<file path="src/rtl/rrt_pkg.sv">
package rrt_pkg;

	localparam int TABLE_SLOTS = 32;
	localparam int KEY_BITS = 16;

	localparam int IDX_W = $clog2(TABLE_SLOTS);
	localparam int FAIL_W = $clog2(TABLE_SLOTS + 1);

	// Depth of the command queue between the front and the back; a power of two.
	localparam int QDEPTH = 2;
	localparam int QPTR_W = $clog2(QDEPTH);
	localparam int QCNT_W = $clog2(QDEPTH + 1);

	localparam logic [15:0] TIMEOUT_RESET = 16'd1500;

	typedef logic [KEY_BITS-1:0] key_t;

	typedef enum logic [1:0] {
		CMD_REGISTER = 2'd0,
		CMD_MATCH    = 2'd1,
		CMD_SWEEP    = 2'd2,
		CMD_CLEAR    = 2'd3
	} cmd_t;

	typedef enum logic [1:0] {
		KIND_REGISTER = 2'd0,
		KIND_MATCH    = 2'd1,
		KIND_RETRY    = 2'd2,
		KIND_DONE     = 2'd3
	} kind_t;

	typedef struct packed {
		cmd_t        op;
		key_t        key;
		logic        fmt;
		logic [7:0]  budget;
		logic        mark;
		logic [31:0] now;
	} cmd_item_t;

	typedef struct packed {
		key_t        key;
		logic [31:0] sent;
		logic [7:0]  left;
		logic        wd;
		logic        fmt;
	} entry_t;

endpackage

</file>
<file path="src/rtl/rrt_if.sv">
interface rrt_req_if;
	logic        valid;
	logic        ready;
	logic [1:0]  command;
	logic [15:0] request_key;
	logic        request_format;
	logic [7:0]  retry_budget;
	logic        watchdog_mark;
	logic [31:0] now_ms;

	modport source (
		output valid, command, request_key, request_format, retry_budget, watchdog_mark,
		       now_ms,
		input  ready
	);
	modport sink (
		input  valid, command, request_key, request_format, retry_budget, watchdog_mark,
		       now_ms,
		output ready
	);
endinterface

interface rrt_rsp_if;
	logic        valid;
	logic        ready;
	logic [1:0]  result_kind;
	logic        success;
	logic [4:0]  slot_index;
	logic [15:0] retry_key;
	logic        retry_format;
	logic [5:0]  watchdog_failures;
	logic        last;

	modport source (
		output valid, result_kind, success, slot_index, retry_key, retry_format,
		       watchdog_failures, last,
		input  ready
	);
	modport sink (
		input  valid, result_kind, success, slot_index, retry_key, retry_format,
		       watchdog_failures, last,
		output ready
	);
endinterface

</file>
<file path="src/rtl/rrt_ram.sv">
module rrt_ram #(
	parameter int WIDTH = 8,
	parameter int DEPTH = 32
) (
	input  logic                     clk,
	input  logic                     we,
	input  logic [$clog2(DEPTH)-1:0] waddr,
	input  logic [WIDTH-1:0]         wdata,
	input  logic [$clog2(DEPTH)-1:0] raddr,
	output logic [WIDTH-1:0]         rdata
);

	logic [WIDTH-1:0] mem [DEPTH];
	logic [WIDTH-1:0] rdata_q;

	always_ff @(posedge clk) begin
		if (we) begin
			mem[waddr] <= wdata;
		end
		rdata_q <= mem[raddr];
	end

	assign rdata = rdata_q;

endmodule

</file>
<file path="src/rtl/rrt_front.sv">
module rrt_front (
	input  logic                  clk,
	input  logic                  arst_n,
	rrt_req_if.sink               req,
	output logic                  item_vld,
	output rrt_pkg::cmd_item_t    item,
	input  logic                  item_pop
);

	rrt_pkg::cmd_item_t              q_mem_q [rrt_pkg::QDEPTH];
	logic [rrt_pkg::QPTR_W-1:0]      wptr_q;
	logic [rrt_pkg::QPTR_W-1:0]      rptr_q;
	logic [rrt_pkg::QCNT_W-1:0]      cnt_q;
	rrt_pkg::cmd_item_t              in_item;
	logic                            push;
	logic                            pop;

	// Decode the raw command and fold the key into its stored width.
	always_comb begin
		in_item.op     = rrt_pkg::cmd_t'(req.command);
		in_item.key    = rrt_pkg::KEY_BITS'(req.request_key);
		in_item.fmt    = req.request_format;
		in_item.budget = req.retry_budget;
		in_item.mark   = req.watchdog_mark;
		in_item.now    = req.now_ms;
	end

	assign req.ready = (cnt_q != rrt_pkg::QCNT_W'(rrt_pkg::QDEPTH));
	assign push      = req.valid && req.ready;
	assign item_vld  = (cnt_q != '0);
	assign pop       = item_pop && item_vld;
	assign item      = q_mem_q[rptr_q];

	always_ff @(posedge clk or negedge arst_n) begin
		if (!arst_n) begin
			wptr_q <= '0;
			rptr_q <= '0;
			cnt_q  <= '0;
		end else begin
			if (push) begin
				wptr_q <= wptr_q + rrt_pkg::QPTR_W'(1);
			end
			if (pop) begin
				rptr_q <= rptr_q + rrt_pkg::QPTR_W'(1);
			end
			if (push && !pop) begin
				cnt_q <= cnt_q + rrt_pkg::QCNT_W'(1);
			end else if (pop && !push) begin
				cnt_q <= cnt_q - rrt_pkg::QCNT_W'(1);
			end
		end
	end

	always_ff @(posedge clk) begin
		if (push) begin
			q_mem_q[wptr_q] <= in_item;
		end
	end

endmodule

</file>
<file path="src/rtl/rrt_back.sv">
module rrt_back (
	input  logic               clk,
	input  logic               arst_n,
	input  logic               cfg_we,
	input  logic [15:0]        cfg_wdata,
	input  logic               item_vld,
	input  rrt_pkg::cmd_item_t item,
	output logic               item_pop,
	rrt_rsp_if.source          rsp
);

	typedef enum logic [2:0] {
		ST_IDLE = 3'b001,
		ST_WALK = 3'b010,
		ST_SUM  = 3'b100
	} state_t;

	state_t                               state_q, state_d;
	logic [15:0]                          timeout_q;
	logic [rrt_pkg::TABLE_SLOTS-1:0]      valid_q;
	logic [rrt_pkg::TABLE_SLOTS-1:0]      valid_set, valid_clr;
	logic                                 clear_all;
	logic [rrt_pkg::IDX_W-1:0]            eval_idx_q, idx_d;
	logic [rrt_pkg::FAIL_W-1:0]           fail_q, fail_d;
	rrt_pkg::cmd_item_t                   cur_q;
	logic                                 latch;

	logic                                 ram_we;
	logic [rrt_pkg::IDX_W-1:0]            ram_waddr, ram_raddr;
	rrt_pkg::entry_t                      ram_wdata, rdata;

	logic [rrt_pkg::TABLE_SLOTS-1:0]      free_vec, lowest;
	logic                                 any_free;
	logic [rrt_pkg::IDX_W-1:0]            free_idx;
	logic                                 slot_vld, due, key_hit, last_slot, step, slot_done;
	logic [31:0]                          age;

	logic                                 out_free, ld;
	rrt_pkg::kind_t                       ld_kind;
	logic                                 ld_succ, ld_fmt, ld_last;
	logic [rrt_pkg::IDX_W-1:0]            ld_idx;
	logic [15:0]                          ld_key;
	logic [rrt_pkg::FAIL_W-1:0]           ld_fail;

	logic                                 out_vld_q;
	rrt_pkg::kind_t                       out_kind_q;
	logic                                 out_succ_q, out_fmt_q, out_last_q;
	logic [4:0]                           out_idx_q;
	logic [15:0]                          out_key_q;
	logic [5:0]                           out_fail_q;

	rrt_ram #(
		.WIDTH($bits(rrt_pkg::entry_t)),
		.DEPTH(rrt_pkg::TABLE_SLOTS)
	) u_ram (
		.clk   (clk),
		.we    (ram_we),
		.waddr (ram_waddr),
		.wdata (ram_wdata),
		.raddr (ram_raddr),
		.rdata (rdata)
	);

	// Lowest free slot: isolate the lowest set bit, then encode it.
	always_comb begin
		free_vec = ~valid_q;
		lowest   = free_vec & (~free_vec + rrt_pkg::TABLE_SLOTS'(1));
		any_free = |free_vec;
		free_idx = '0;
		for (int j = 0; j < rrt_pkg::TABLE_SLOTS; j++) begin
			if (lowest[j]) begin
				free_idx = free_idx | rrt_pkg::IDX_W'(j);
			end
		end
	end

	assign slot_vld  = valid_q[eval_idx_q];
	assign age       = cur_q.now - rdata.sent;
	assign due       = slot_vld && (age >= {16'd0, timeout_q});
	assign key_hit   = slot_vld && (rdata.key == cur_q.key);
	assign last_slot = (eval_idx_q == rrt_pkg::IDX_W'(rrt_pkg::TABLE_SLOTS - 1));
	assign out_free  = !out_vld_q || rsp.ready;

	always_comb begin
		item_pop  = 1'b0;
		latch     = 1'b0;
		ld        = 1'b0;
		ld_kind   = rrt_pkg::KIND_REGISTER;
		ld_succ   = 1'b0;
		ld_idx    = '0;
		ld_key    = '0;
		ld_fmt    = 1'b0;
		ld_fail   = '0;
		ld_last   = 1'b0;
		ram_we    = 1'b0;
		ram_waddr = free_idx;
		ram_raddr = '0;
		ram_wdata.key  = item.key;
		ram_wdata.sent = item.now;
		ram_wdata.left = item.budget;
		ram_wdata.wd   = item.mark;
		ram_wdata.fmt  = item.fmt;
		state_d   = state_q;
		idx_d     = eval_idx_q;
		fail_d    = fail_q;
		valid_set = '0;
		valid_clr = '0;
		clear_all = 1'b0;
		step      = 1'b0;
		slot_done = 1'b1;
		case (state_q)
			ST_IDLE: begin
				if (item_vld && out_free) begin
					item_pop = 1'b1;
					case (item.op)
						rrt_pkg::CMD_REGISTER: begin
							ld      = 1'b1;
							ld_kind = rrt_pkg::KIND_REGISTER;
							ld_last = 1'b1;
							if (any_free) begin
								ld_succ   = 1'b1;
								ld_idx    = free_idx;
								ram_we    = 1'b1;
								valid_set = lowest;
							end
						end
						rrt_pkg::CMD_MATCH, rrt_pkg::CMD_SWEEP: begin
							// Slot 0 is read in this cycle and evaluated in the next.
							latch   = 1'b1;
							idx_d   = '0;
							fail_d  = '0;
							state_d = ST_WALK;
						end
						rrt_pkg::CMD_CLEAR: begin
							ld        = 1'b1;
							ld_kind   = rrt_pkg::KIND_DONE;
							ld_last   = 1'b1;
							clear_all = 1'b1;
						end
						default: begin
						end
					endcase
				end
			end
			ST_WALK: begin
				// Re-reading the slot under evaluation keeps its data in place on a stall.
				ram_raddr      = eval_idx_q;
				ram_waddr      = eval_idx_q;
				ram_wdata      = rdata;
				ram_wdata.left = rdata.left - 8'd1;
				ram_wdata.sent = cur_q.now;
				if (cur_q.op == rrt_pkg::CMD_MATCH) begin
					if (key_hit || last_slot) begin
						if (out_free) begin
							ld      = 1'b1;
							ld_kind = rrt_pkg::KIND_MATCH;
							ld_last = 1'b1;
							state_d = ST_IDLE;
							if (key_hit) begin
								ld_succ   = 1'b1;
								ld_idx    = eval_idx_q;
								valid_clr = rrt_pkg::TABLE_SLOTS'(1) << eval_idx_q;
							end
						end
					end else begin
						step = 1'b1;
					end
				end else begin
					if (due) begin
						if (rdata.left == 8'd0) begin
							valid_clr = rrt_pkg::TABLE_SLOTS'(1) << eval_idx_q;
							if (rdata.wd) begin
								fail_d = fail_q + rrt_pkg::FAIL_W'(1);
							end
						end else if (out_free) begin
							ld      = 1'b1;
							ld_kind = rrt_pkg::KIND_RETRY;
							ld_idx  = eval_idx_q;
							ld_key  = 16'(rdata.key);
							ld_fmt  = rdata.fmt;
							ram_we  = 1'b1;
						end else begin
							slot_done = 1'b0;
						end
					end
					if (slot_done) begin
						if (last_slot) begin
							state_d = ST_SUM;
						end else begin
							step = 1'b1;
						end
					end
				end
				if (step) begin
					idx_d     = eval_idx_q + rrt_pkg::IDX_W'(1);
					ram_raddr = eval_idx_q + rrt_pkg::IDX_W'(1);
				end
			end
			ST_SUM: begin
				if (out_free) begin
					ld      = 1'b1;
					ld_kind = rrt_pkg::KIND_DONE;
					ld_fail = fail_q;
					ld_last = 1'b1;
					state_d = ST_IDLE;
				end
			end
			default: begin
				state_d = ST_IDLE;
			end
		endcase
	end

	always_ff @(posedge clk or negedge arst_n) begin
		if (!arst_n) begin
			timeout_q  <= rrt_pkg::TIMEOUT_RESET;
			valid_q    <= '0;
			state_q    <= ST_IDLE;
			eval_idx_q <= '0;
			fail_q     <= '0;
			out_vld_q  <= 1'b0;
		end else begin
			if (cfg_we) begin
				timeout_q <= cfg_wdata;
			end
			if (clear_all) begin
				valid_q <= '0;
			end else begin
				valid_q <= (valid_q | valid_set) & ~valid_clr;
			end
			state_q    <= state_d;
			eval_idx_q <= idx_d;
			fail_q     <= fail_d;
			if (ld) begin
				out_vld_q <= 1'b1;
			end else if (rsp.ready) begin
				out_vld_q <= 1'b0;
			end
		end
	end

	always_ff @(posedge clk) begin
		if (latch) begin
			cur_q <= item;
		end
		if (ld) begin
			out_kind_q <= ld_kind;
			out_succ_q <= ld_succ;
			out_idx_q  <= 5'(ld_idx);
			out_key_q  <= ld_key;
			out_fmt_q  <= ld_fmt;
			out_fail_q <= 6'(ld_fail);
			out_last_q <= ld_last;
		end
	end

	assign rsp.valid             = out_vld_q;
	assign rsp.result_kind       = out_kind_q;
	assign rsp.success           = out_succ_q;
	assign rsp.slot_index        = out_idx_q;
	assign rsp.retry_key         = out_key_q;
	assign rsp.retry_format      = out_fmt_q;
	assign rsp.watchdog_failures = out_fail_q;
	assign rsp.last              = out_last_q;

	a_retry_not_last: assert property (@(posedge clk) disable iff (!arst_n)
		(out_vld_q && out_kind_q == rrt_pkg::KIND_RETRY) |-> !out_last_q)
		else $error("retry item marked as last");

	a_clear_empties: assert property (@(posedge clk) disable iff (!arst_n)
		(item_pop && item.op == rrt_pkg::CMD_CLEAR) |=> (valid_q == '0))
		else $error("clear left a valid slot");

	a_register_sets: assert property (@(posedge clk) disable iff (!arst_n)
		(item_pop && item.op == rrt_pkg::CMD_REGISTER && any_free)
		|=> valid_q[$past(free_idx)])
		else $error("registered slot not valid");

	a_match_frees: assert property (@(posedge clk) disable iff (!arst_n)
		(ld && ld_kind == rrt_pkg::KIND_MATCH && ld_succ) |=> !valid_q[$past(eval_idx_q)])
		else $error("matched slot still valid");

endmodule

</file>
<file path="src/rtl/request_retry_timeout_table_core.sv">
// Request retry and timeout table.
// Input items arrive on req (valid/ready); each one carries a command: register,
// match, sweep or clear. Result items leave on rsp (valid/ready); the last result
// of an input item has last set. The timeout is written through cfg_we/cfg_wdata.
// A two-entry command queue sits in front of the execution unit, so items are
// accepted while earlier ones are still being worked on or their results wait.
// Register and clear are taken from the queue and their result is loaded into the
// output register. Match walks the slot memory one slot per cycle and stops at
// the first hit or at the last slot. A sweep visits every slot, one per cycle
// while no retry waits on rsp, then emits its summary, the single read port of
// the slot memory setting that pace.
// A stalled rsp holds the current result; the walk waits on any slot that must
// emit a retry, while expiring slots keep moving.
// Reset empties the table and the queue and sets the timeout to 1500 ms; no
// clearing pass is needed, since slot contents are only read behind valid bits.
module request_retry_timeout_table_core (
	input  logic        clk,
	input  logic        arst_n,
	rrt_req_if.sink     req,
	rrt_rsp_if.source   rsp,
	input  logic        cfg_we,
	input  logic [15:0] cfg_wdata
);

	logic               item_vld;
	logic               item_pop;
	rrt_pkg::cmd_item_t item;

	rrt_front u_front (
		.clk      (clk),
		.arst_n   (arst_n),
		.req      (req),
		.item_vld (item_vld),
		.item     (item),
		.item_pop (item_pop)
	);

	rrt_back u_back (
		.clk       (clk),
		.arst_n    (arst_n),
		.cfg_we    (cfg_we),
		.cfg_wdata (cfg_wdata),
		.item_vld  (item_vld),
		.item      (item),
		.item_pop  (item_pop),
		.rsp       (rsp)
	);

endmodule
</file>
<file path="src/flat_wrapper.sv">
// flat-port wrapper written by rule: the top's interface ports become plain ports
module request_retry_timeout_table_core_flat 
  (clk, arst_n, cfg_we, cfg_wdata, req_valid, req_command, req_request_key, req_request_format, req_retry_budget, req_watchdog_mark, req_now_ms, req_ready, rsp_valid, rsp_result_kind, rsp_success, rsp_slot_index, rsp_retry_key, rsp_retry_format, rsp_watchdog_failures, rsp_last, rsp_ready);
  rrt_req_if req_i ();
  rrt_rsp_if rsp_i ();
  input  logic clk;
  input  logic arst_n;
  input  logic cfg_we;
  input  logic [15:0] cfg_wdata;
  input wire logic [$bits(req_i.valid)-1:0] req_valid;
  input wire logic [$bits(req_i.command)-1:0] req_command;
  input wire logic [$bits(req_i.request_key)-1:0] req_request_key;
  input wire logic [$bits(req_i.request_format)-1:0] req_request_format;
  input wire logic [$bits(req_i.retry_budget)-1:0] req_retry_budget;
  input wire logic [$bits(req_i.watchdog_mark)-1:0] req_watchdog_mark;
  input wire logic [$bits(req_i.now_ms)-1:0] req_now_ms;
  output wire logic [$bits(req_i.ready)-1:0] req_ready;
  output wire logic [$bits(rsp_i.valid)-1:0] rsp_valid;
  output wire logic [$bits(rsp_i.result_kind)-1:0] rsp_result_kind;
  output wire logic [$bits(rsp_i.success)-1:0] rsp_success;
  output wire logic [$bits(rsp_i.slot_index)-1:0] rsp_slot_index;
  output wire logic [$bits(rsp_i.retry_key)-1:0] rsp_retry_key;
  output wire logic [$bits(rsp_i.retry_format)-1:0] rsp_retry_format;
  output wire logic [$bits(rsp_i.watchdog_failures)-1:0] rsp_watchdog_failures;
  output wire logic [$bits(rsp_i.last)-1:0] rsp_last;
  input wire logic [$bits(rsp_i.ready)-1:0] rsp_ready;
  assign req_i.valid = req_valid;
  assign req_i.command = req_command;
  assign req_i.request_key = req_request_key;
  assign req_i.request_format = req_request_format;
  assign req_i.retry_budget = req_retry_budget;
  assign req_i.watchdog_mark = req_watchdog_mark;
  assign req_i.now_ms = req_now_ms;
  assign req_ready = req_i.ready;
  assign rsp_valid = rsp_i.valid;
  assign rsp_result_kind = rsp_i.result_kind;
  assign rsp_success = rsp_i.success;
  assign rsp_slot_index = rsp_i.slot_index;
  assign rsp_retry_key = rsp_i.retry_key;
  assign rsp_retry_format = rsp_i.retry_format;
  assign rsp_watchdog_failures = rsp_i.watchdog_failures;
  assign rsp_last = rsp_i.last;
  assign rsp_i.ready = rsp_ready;
  request_retry_timeout_table_core u_core (.clk(clk), .arst_n(arst_n), .req(req_i), .rsp(rsp_i), .cfg_we(cfg_we), .cfg_wdata(cfg_wdata));
endmodule
</file>
<file path="config.mk">
export PLATFORM = sky130hd
export DESIGN_NAME = request_retry_timeout_table_core_flat
export DESIGN_NICKNAME = d
export VERILOG_FILES = /design/src/rtl/rrt_pkg.sv /design/src/rtl/rrt_if.sv /design/src/rtl/rrt_ram.sv /design/src/rtl/rrt_front.sv /design/src/rtl/rrt_back.sv /design/src/rtl/request_retry_timeout_table_core.sv /design/src/flat_wrapper.sv
export SDC_FILE = /design/constraint.sdc
export NUM_CORES = 2
export LEC_CHECK = 0
export BUFFER_PORTS_ARGS = -buffer_cell sky130_fd_sc_hd__clkbuf_2
export CAP_MARGIN = 30
export CORE_ASPECT_RATIO = 0.8
export CORE_MARGIN = 1.5
export CORE_UTILIZATION = 29
export CTS_BUF_LIST = sky130_fd_sc_hd__clkbuf_4
export CTS_CLUSTER_DIAMETER = 100
export DETAILED_ROUTE_END_ITERATION = 6
export GPL_TIMING_DRIVEN = 1
export PLACE_DENSITY_LB_ADDON = 0.3
export SLEW_MARGIN = 30
export SYNTH_ARGS = -nofsm -noshare
export SYNTH_HDL_FRONTEND = slang
export SYNTH_SLANG_ARGS = --single-unit
</file>
<file path="constraint.sdc">
create_clock -name clk -period 16.86 [get_ports clk]
set_clock_uncertainty 0.1 [all_clocks]
set_input_delay 3.372 -clock clk [delete_from_list [all_inputs] [get_ports clk]]
set_output_delay 3.372 -clock clk [all_outputs]
set_load 0.01 [all_outputs]
</file>
# Word-level counts from Yosys, hierarchy flattened
# Memories as Yosys holds them, arrays and structs flattened. A register that Yosys moved wholly into a read port is not among the register bits.
# Index checks and enable logic that the tools add are counted.
totals:
  mem_bits_rw: 1976
  mem_count: 2
  register_bits: 149
  elab_cells: 398
  output_inout_bits: 34
  input_bits: 81
op_classes:
  mux: 316
  eq_ne: 19
  magnitude_cmp: 2
  shifts: 1
  n_addsub: 9
  n_reduce_logical: 24
  n_bitwise: 6
memory_table:
  columns: ["memory", "words", "word_bits", "read_ports", "rd_ports_with_merged_regs", "wr", "line", "rtl"]
  rows:
  - ["u_core.u_back.u_ram.mem", 32, 58, 1, 1, 1, "rrt_ram.sv:13", "logic [WIDTH-1:0] mem [DEPTH];"]
  - ["u_core.u_front.q_mem_q", 2, 60, 1, 0, 1, "rrt_front.sv:10", "rrt_pkg::cmd_item_t q_mem_q [rrt_pkg::QDEPTH];"]
op_table:
  columns: ["op", "count"]
  rows:
  - ["32-bit 2-to-1 mux", 33]
  - ["5-bit 2-to-1 mux", 60]
  - ["16-bit 2-to-1 mux", 14]
  - ["6-bit 2-to-1 mux", 21]
  - ["1-bit 2-to-1 mux", 111]
  - ["32-bit NOT", 3]
  - ["3-bit 2-to-1 mux", 26]
  - ["32-bit bitwise AND", 2]
  - ["2-bit 2-to-1 mux", 32]
  - ["58-bit 2-to-1 mux", 1]
  - ["32-bit by 1-bit adder with 32-bit output (second input constant)", 1]
  - ["32-bit by 16-bit >= comparator with 1-bit output", 1]
  - ["4-bit 2-to-1 mux", 8]
  - ["32-bit bitwise OR", 1]
  - ["32-bit OR reduction", 1]
  - ["1-bit by 5-bit << shifter with 32-bit output (first input constant)", 1]
  - ["32-bit subtractor", 1]
  - ["5-bit case mux with 2 select lines", 2]
  - ["16-bit equality test", 1]
  - ["6-bit case mux with 2 select lines", 1]
  - ["2-bit != test (second input constant)", 5]
  - ["3-bit case mux with 3 select lines", 1]
  - ["8-bit zero test", 1]
  - ["2-bit nonzero test", 4]
  - ["28 further kinds", 45]

# Logic depth before layout (Yosys ltp)
logic_depth:
  depth_word: 45
  mapped_depth: 31
  mapped_depth_nobuf: 26

# By module
# A second synthesis with hierarchy kept.
hier_totals:
  hier_cells: 5442
  hier_area_um2: 88105.8
modules_own_cells:
  columns: ["module", "instances", "seq_area_each_um2", "area_each_um2", "cells_per_inst"]
  rows:
  - ["rrt_ram", 1, 56894.6, 73197.7, 4055]
  - ["rrt_back", 1, 4048.9, 10082.2, 1182]
  - ["rrt_front", 1, 3703.6, 4825.9, 205]

# Worst setup path after synthesis
# OpenSTA, ideal clock, no wires.
synth_timing:
  path_type: "input-to-reg"
  start: "input rsp_ready"
  end: "memory u_core.u_back.u_ram.mem[30][0] (netlist name) (enable)"
  arrival_time_ps: 8845
  cell_stages: 9
  setup_ps: 545
  path_buffers: 1
  required_time_ps: 16215
  path_slack_ps: 7370
  cell_sequence: "nand2b_1 -> o211ai_1 -> nor3_1 -> and2_1 -> clkbuf_1 -> o21ai_1 -> o21ai_0 -> nand3_1 -> nor3_1"
synth_between:
  elab_chain_cells: 18
  word_cells_on_any_way: 21
  cone_classes: "19 x mux; 2 x reduce/logical"
synth_rtl:
  columns: ["element", "line", "rtl"]
  rows:
  - ["start: declaration", "flat_wrapper.sv:26", "input wire logic [$bits(rsp_i.ready)-1:0] rsp_ready;"]
  - ["1-bit logical OR *", "rrt_back.sv:82", "assign out_free = !out_vld_q || rsp.ready;"]
  - ["1-bit 2-to-1 mux", "rrt_back.sv:175", "end else if (out_free) begin"]
  - ["1-bit 2-to-1 mux", "rrt_back.sv:170", "if (rdata.left == 8'd0) begin"]
  - ["1-bit 2-to-1 mux", "rrt_back.sv:169", "if (due) begin"]
  - ["1-bit 2-to-1 mux", "rrt_back.sv:152", "if (cur_q.op == rrt_pkg::CMD_MATCH) begin"]
  - ["1-bit 2-to-1 mux", "rrt_back.sv:111", "case (state_q)"]
  - ["1-bit 2-to-1 mux", "rrt_back.sv:170", null]
  - ["1-bit 2-to-1 mux", "rrt_back.sv:169", null]
  - ["(+2 left out)", null, null]
  - ["1-bit 2-to-1 mux", "rrt_back.sv:169", null]
  - ["1-bit 2-to-1 mux", "rrt_back.sv:152", null]
  - ["1-bit 2-to-1 mux", "rrt_back.sv:111", null]
  - ["1-bit 2-to-1 mux", "rrt_back.sv:152", null]
  - ["1-bit 2-to-1 mux", "rrt_back.sv:111", null]
  - ["1-bit case mux with 2 select lines *", "rrt_back.sv:111", null]
  - ["1-bit 2-to-1 mux *", "rrt_ram.sv:17", "if (we) begin"]
  - ["1-bit 2-to-1 mux (implied by the code) *", "rrt_ram.sv:18", "mem[waddr] <= wdata;"]
  - ["end: declaration", "rrt_ram.sv:13", null]
# Mark *: on every way between the ends. The rest lies on a longest branch, timed or not. The select of a mux whose other input is x is not followed.

# Worst setup path in the final report
layout_timing:
  start: "register u_core.u_back.cur_q[0] (netlist name)"
  end: "register u_core.u_back.u_ram.rdata_q[45], in the netlist u_core.u_back.u_ram.rdata[45] (read register of u_core.u_back.u_ram.mem)"
layout_between:
  elab_chain_cells: 14
layout_rtl:
  columns: ["element", "line", "rtl"]
  rows:
  - ["start: declaration", "rrt_back.sv:25", "rrt_pkg::cmd_item_t cur_q;"]
  - ["start signal: assignment", "rrt_back.sv:244", "cur_q <= item;"]
  - ["32-bit subtractor", "rrt_back.sv:78", "assign age = cur_q.now - rdata.sent;"]
  - ["32-bit by 16-bit >= comparator with 1-bit output", "rrt_back.sv:79", "assign due = slot_vld && (age >= {16'd0, timeout_q});"]
  - ["1-bit logical AND", "rrt_back.sv:79", null]
  - ["1-bit 2-to-1 mux", "rrt_back.sv:169", null]
  - ["1-bit 2-to-1 mux", "rrt_back.sv:152", null]
  - ["1-bit 2-to-1 mux", "rrt_back.sv:111", null]
  - ["1-bit 2-to-1 mux", "rrt_back.sv:186", "if (slot_done) begin"]
  - ["1-bit 2-to-1 mux", "rrt_back.sv:152", null]
  - ["1-bit 2-to-1 mux", "rrt_back.sv:111", null]
  - ["1-bit 2-to-1 mux", "rrt_back.sv:152", null]
  - ["1-bit 2-to-1 mux", "rrt_back.sv:111", null]
  - ["5-bit 2-to-1 mux (2 in series)", null, null]
  - ["5-bit 2-to-1 mux", "rrt_back.sv:111", null]
  - ["end: declaration", "rrt_ram.sv:14", "logic [WIDTH-1:0] rdata_q;"]
# Every way passes these cells. The select of a mux whose other input is x is not followed.
# A chain may end at the register's enable or synchronous reset.

==> results.cfg <==
[outcome]
outcome = finished with violations
violations = DRC

[synthesis]
ys_ff_latch = 2183
synth_most_common_cell = edfxtp_1
seq_area_frac_synth_pct = 62.41
synth_edf_count = 2058
synthTopCellsByArea = edfxtp_1 60%, a211oi_1 6.8%, a21oi_1 4.8%, nand3_1 4.6%, nand2_1 3.7%
avgSynthCellArea_um2 = 11.88
synth.largest_area_cell = edfxtp_1
syn_area_mm2 = 0.1036
yosysWarnings = 0
synthFlopType = edfxtp_1
synthTopCellsByCount = 2,058 x edfxtp_1, 1,015 x nand2_1, 988 x a21oi_1
synthCells = 8720
synth_top_area_share_pct = 59.66
syn_nets = 8861
yosysUniqueCellTypes = 83
async_reset_ff_share_pct = 3.069

[floorplanning]
dieWidth_um = 671.2
start_util_pct = 29.11
die_y_um = 537.6
io_pins = 115
die_area_mm2 = 0.3608
rows = 196
core_area_mm2 = 0.3558

[sta]
tightest_slew_ns = 1.085
fmax_ghz = 0.09829
hold_violations = 0
min_period_over_period_pct = 60.34
slew_headroom_pct = 27.65
slew_violations = 0
finalSetupViolCount = 0
fin_tns_setup_ns = 0
rsz0062_at_grt = no
min_period_ns = 10.17

[clock_network]
clkSinkCount = 2183
cts_buffers = 586
tritoncts = done
clkLatencyLatePin_ns = 1.37
cts-resized-gates = 0
clockRootBuffer = clkbuf_4
ctsLongestPathBuffers = 4
cts_setup_buffers = 0
htree_levels = 6
clkSlewWorstSetupHoldPaths_ns = 0.06
cts_hold_buffers = 0

[power_and_ir_drop]
swShare_pct = 34.65
leakage_nw = 37.18
power.switching_mw = 5.747
cellPowerDensity_mw_per_mm2 = 142.0
seq_power_share_pct = 43.8
combPwrFrac_pct = 26.6
internal_power_mw = 10.84
ir_drop_uv = 73.85
p_clk_share_pct = 29.6
total_power_mw = 16.59

[final_layout]
final_net_count = 8969
layout-drive-gt1-share_pct = 18.48
areaGrowthSynthToFinish_pct = 12.78

[flow_run]
cap_violations = 0

[routing]
drc_errors = 6
vias = 77800
postRouteAntennaNets = 0
drt-total-wl_mm = 346.9
drt_iter0_markers = 8809
drtPass1Iterations = 7
post_drt_wl_per_cell_um = 24.72
vias_per_cell = 5.543

[placement]
dp.final_hpwl_mm = 183.6
place.gp.congestion = 0.8090
port_buffers = 114

[worst_setup_path]
crit_buf_inv = 4
start_kind = register
end_kind = register
crit_fanout = 160
path_delay_family = compound AO/OA/AOI/OAI gates
critical_path_class = register to register
cp.required_ns = 17.92
path_common_cell = nor3_1
crit_arrival_ns = 11.24
slowest_delay_ns = 0.95
crit_path_top_delay_cell = or4_1

[global_route]
grt_max_degree = 191
grt_util_met2_pct = 28.43
busiest_layer = met2
grt_pass1_wl_mm = 502.9
antenna_found_initial = 24
grt-ovfl-total = 0
grt_util_met1_pct = 26.02
grt_pass1_vias = 75640
gr-usage-all-layers_pct = 18.40
use_met3_pct = 3.208

[min_path]
min_path_type = register to register
layout by cell type (no fill, tap or decap), types with 57 or more instances in the layout:
cell / n
dfxtp_1: 58
a211oi_1: 940
o22ai_1: 119
edfxtp_1: 2058
nand2_1: 1013
nor2_1: 67
dfrtp_1: 57
ha_1: 59
o21ai_0: 77
mux2i_1: 245
o211ai_1: 178
buf_4: 126
nor3_1: 77
clkbuf_4: 895
mux4_2: 67
clkbuf_2: 113
nand3_1: 953
inv_1: 304
mux2_2: 325
a21oi_1: 986
clkinv_1: 89
layout make-up:
| cell class | count | area, µm² |
|---|---|---|
| antenna | 9 | 22.52 |
| clock buffer | 895 | 6719 |
| clock inverter | 139 | 922.1 |
| fill | 35210 | 239000 |
| inverter | 307 | 1160 |
| multi-input combinational | 5469 | 35180 |
| sequential | 2183 | 64650 |
| tap | 4752 | 5946 |
| timing repair buffer | 281 | 2220 |
flip-flops by register name (all words and copies together), names as in the netlist, 6 cells and up:
| register | flops |
|---|---|
| u_core.u_back.u_ram.mem | 1856 |
| u_core.u_front.q_mem_q | 120 |
| u_core.u_back.u_ram.rdata | 58 |
| u_core.u_back.cur_q | 50 |
| u_core.u_back.valid_q | 32 |
| u_core.u_back.rsp.retry_key | 16 |
| u_core.u_back.timeout_q | 16 |
| u_core.u_back.fail_q | 6 |
| u_core.u_back.rsp.watchdog_failures | 6 |
per-stage QoR:
stage	utilization [%]	instance area, µm²	cells	hold WS [ns]	setup slack [ns]
2_1_floorplan	-	103600	8720	0.3608	7.370
3_3_place_gp	30.55	108700	12980	0.4129	6.637
3_5_place_dp	30.65	109100	12990	0.4184	6.569
4_1_cts	32.80	116700	14020	0.4274	6.497
5_1_grt	32.83	116800	14030	0.4433	6.200
6_report	32.83	116800	14040	0.4239	6.686
power groups by stage:
stage / Clock [mW] / Sequential (mW) / Combinational, mW
floorplan: 0 / 7.28 / 2.84
global placement: 0 / 7.38 / 4.24
detailed placement: 0 / 7.39 / 4.35
CTS: 5.03 / 7.27 / 4.36
global route: 5.29 / 7.30 / 4.76
finish: 4.91 / 7.27 / 4.41
worst reg2reg max path: stages (launching register included):
cell	delay [ns]
edfxtp_1	0.34
inv_1	0.05
ha_1	0.21
fa_1	0.41
nand2b_1	0.19
a21o_1	0.20
a2111oi_0	0.71
nor3_1	0.20
xnor2_1	0.19
ha_1	0.30
nand4_1	0.13
nor3_1	0.10
a222oi_1	0.30
nand3_1	0.12
a211oi_1	0.18
nand3_1	0.12
or4_1	0.58
or4_1	0.95
a211oi_4	0.39
buf_12	0.67
a21o_4	0.68
buf_12	0.59
buf_4	1.10
mux2_2	0.46
mux4_2	0.47
o211ai_1	0.20
nor3_1	0.06
metal layers:
metal  wire length (µm)  up-vias  part of all wire, %
met5                 72        -                0.021
met4              10240       10                  3.0
li1                   -    33980                    -
met3              28720      665                  8.3
met1             153300    39330                   44
met2             154600     3816                   45
worst paths after layout:
kind                                                           from                                      end  slack (ns)  cells after the start
worst max-delay path               u_core.u_back.cur_q[0]$_DFFE_PP_    u_core.u_back.u_ram.rdata[45]$_DFF_P_        6.69                     26
worst min-delay path            u_core.u_back.fail_q[0]$_DFFE_PN0P_      u_core.u_back.fail_q[0]$_DFFE_PN0P_        0.42                      1
worst max register to register     u_core.u_back.cur_q[0]$_DFFE_PP_    u_core.u_back.u_ram.rdata[45]$_DFF_P_        6.69                     26
worst min register to register  u_core.u_back.fail_q[0]$_DFFE_PN0P_      u_core.u_back.fail_q[0]$_DFFE_PN0P_        0.42                      1
max in group asynchronous                                    arst_n        u_core.u_front.rptr_q$_DFFE_PN0P_       13.53                      2
min in group asynchronous                                    arst_n  u_core.u_back.timeout_q[13]$_DFFE_PN0P_        1.87                      1
cell families after synthesis:
kind of cell	after synthesis	synth area share (%)
flops	2183	62.41
xor+xnor	54	0.4566
fa+ha+maj	60	0.7320
buf+inv	1068	4.153
compound gates	2432	14.97
simple gates	2281	9.870
mux	642	7.410
Note: power is estimated with default switching activity, not from simulation.
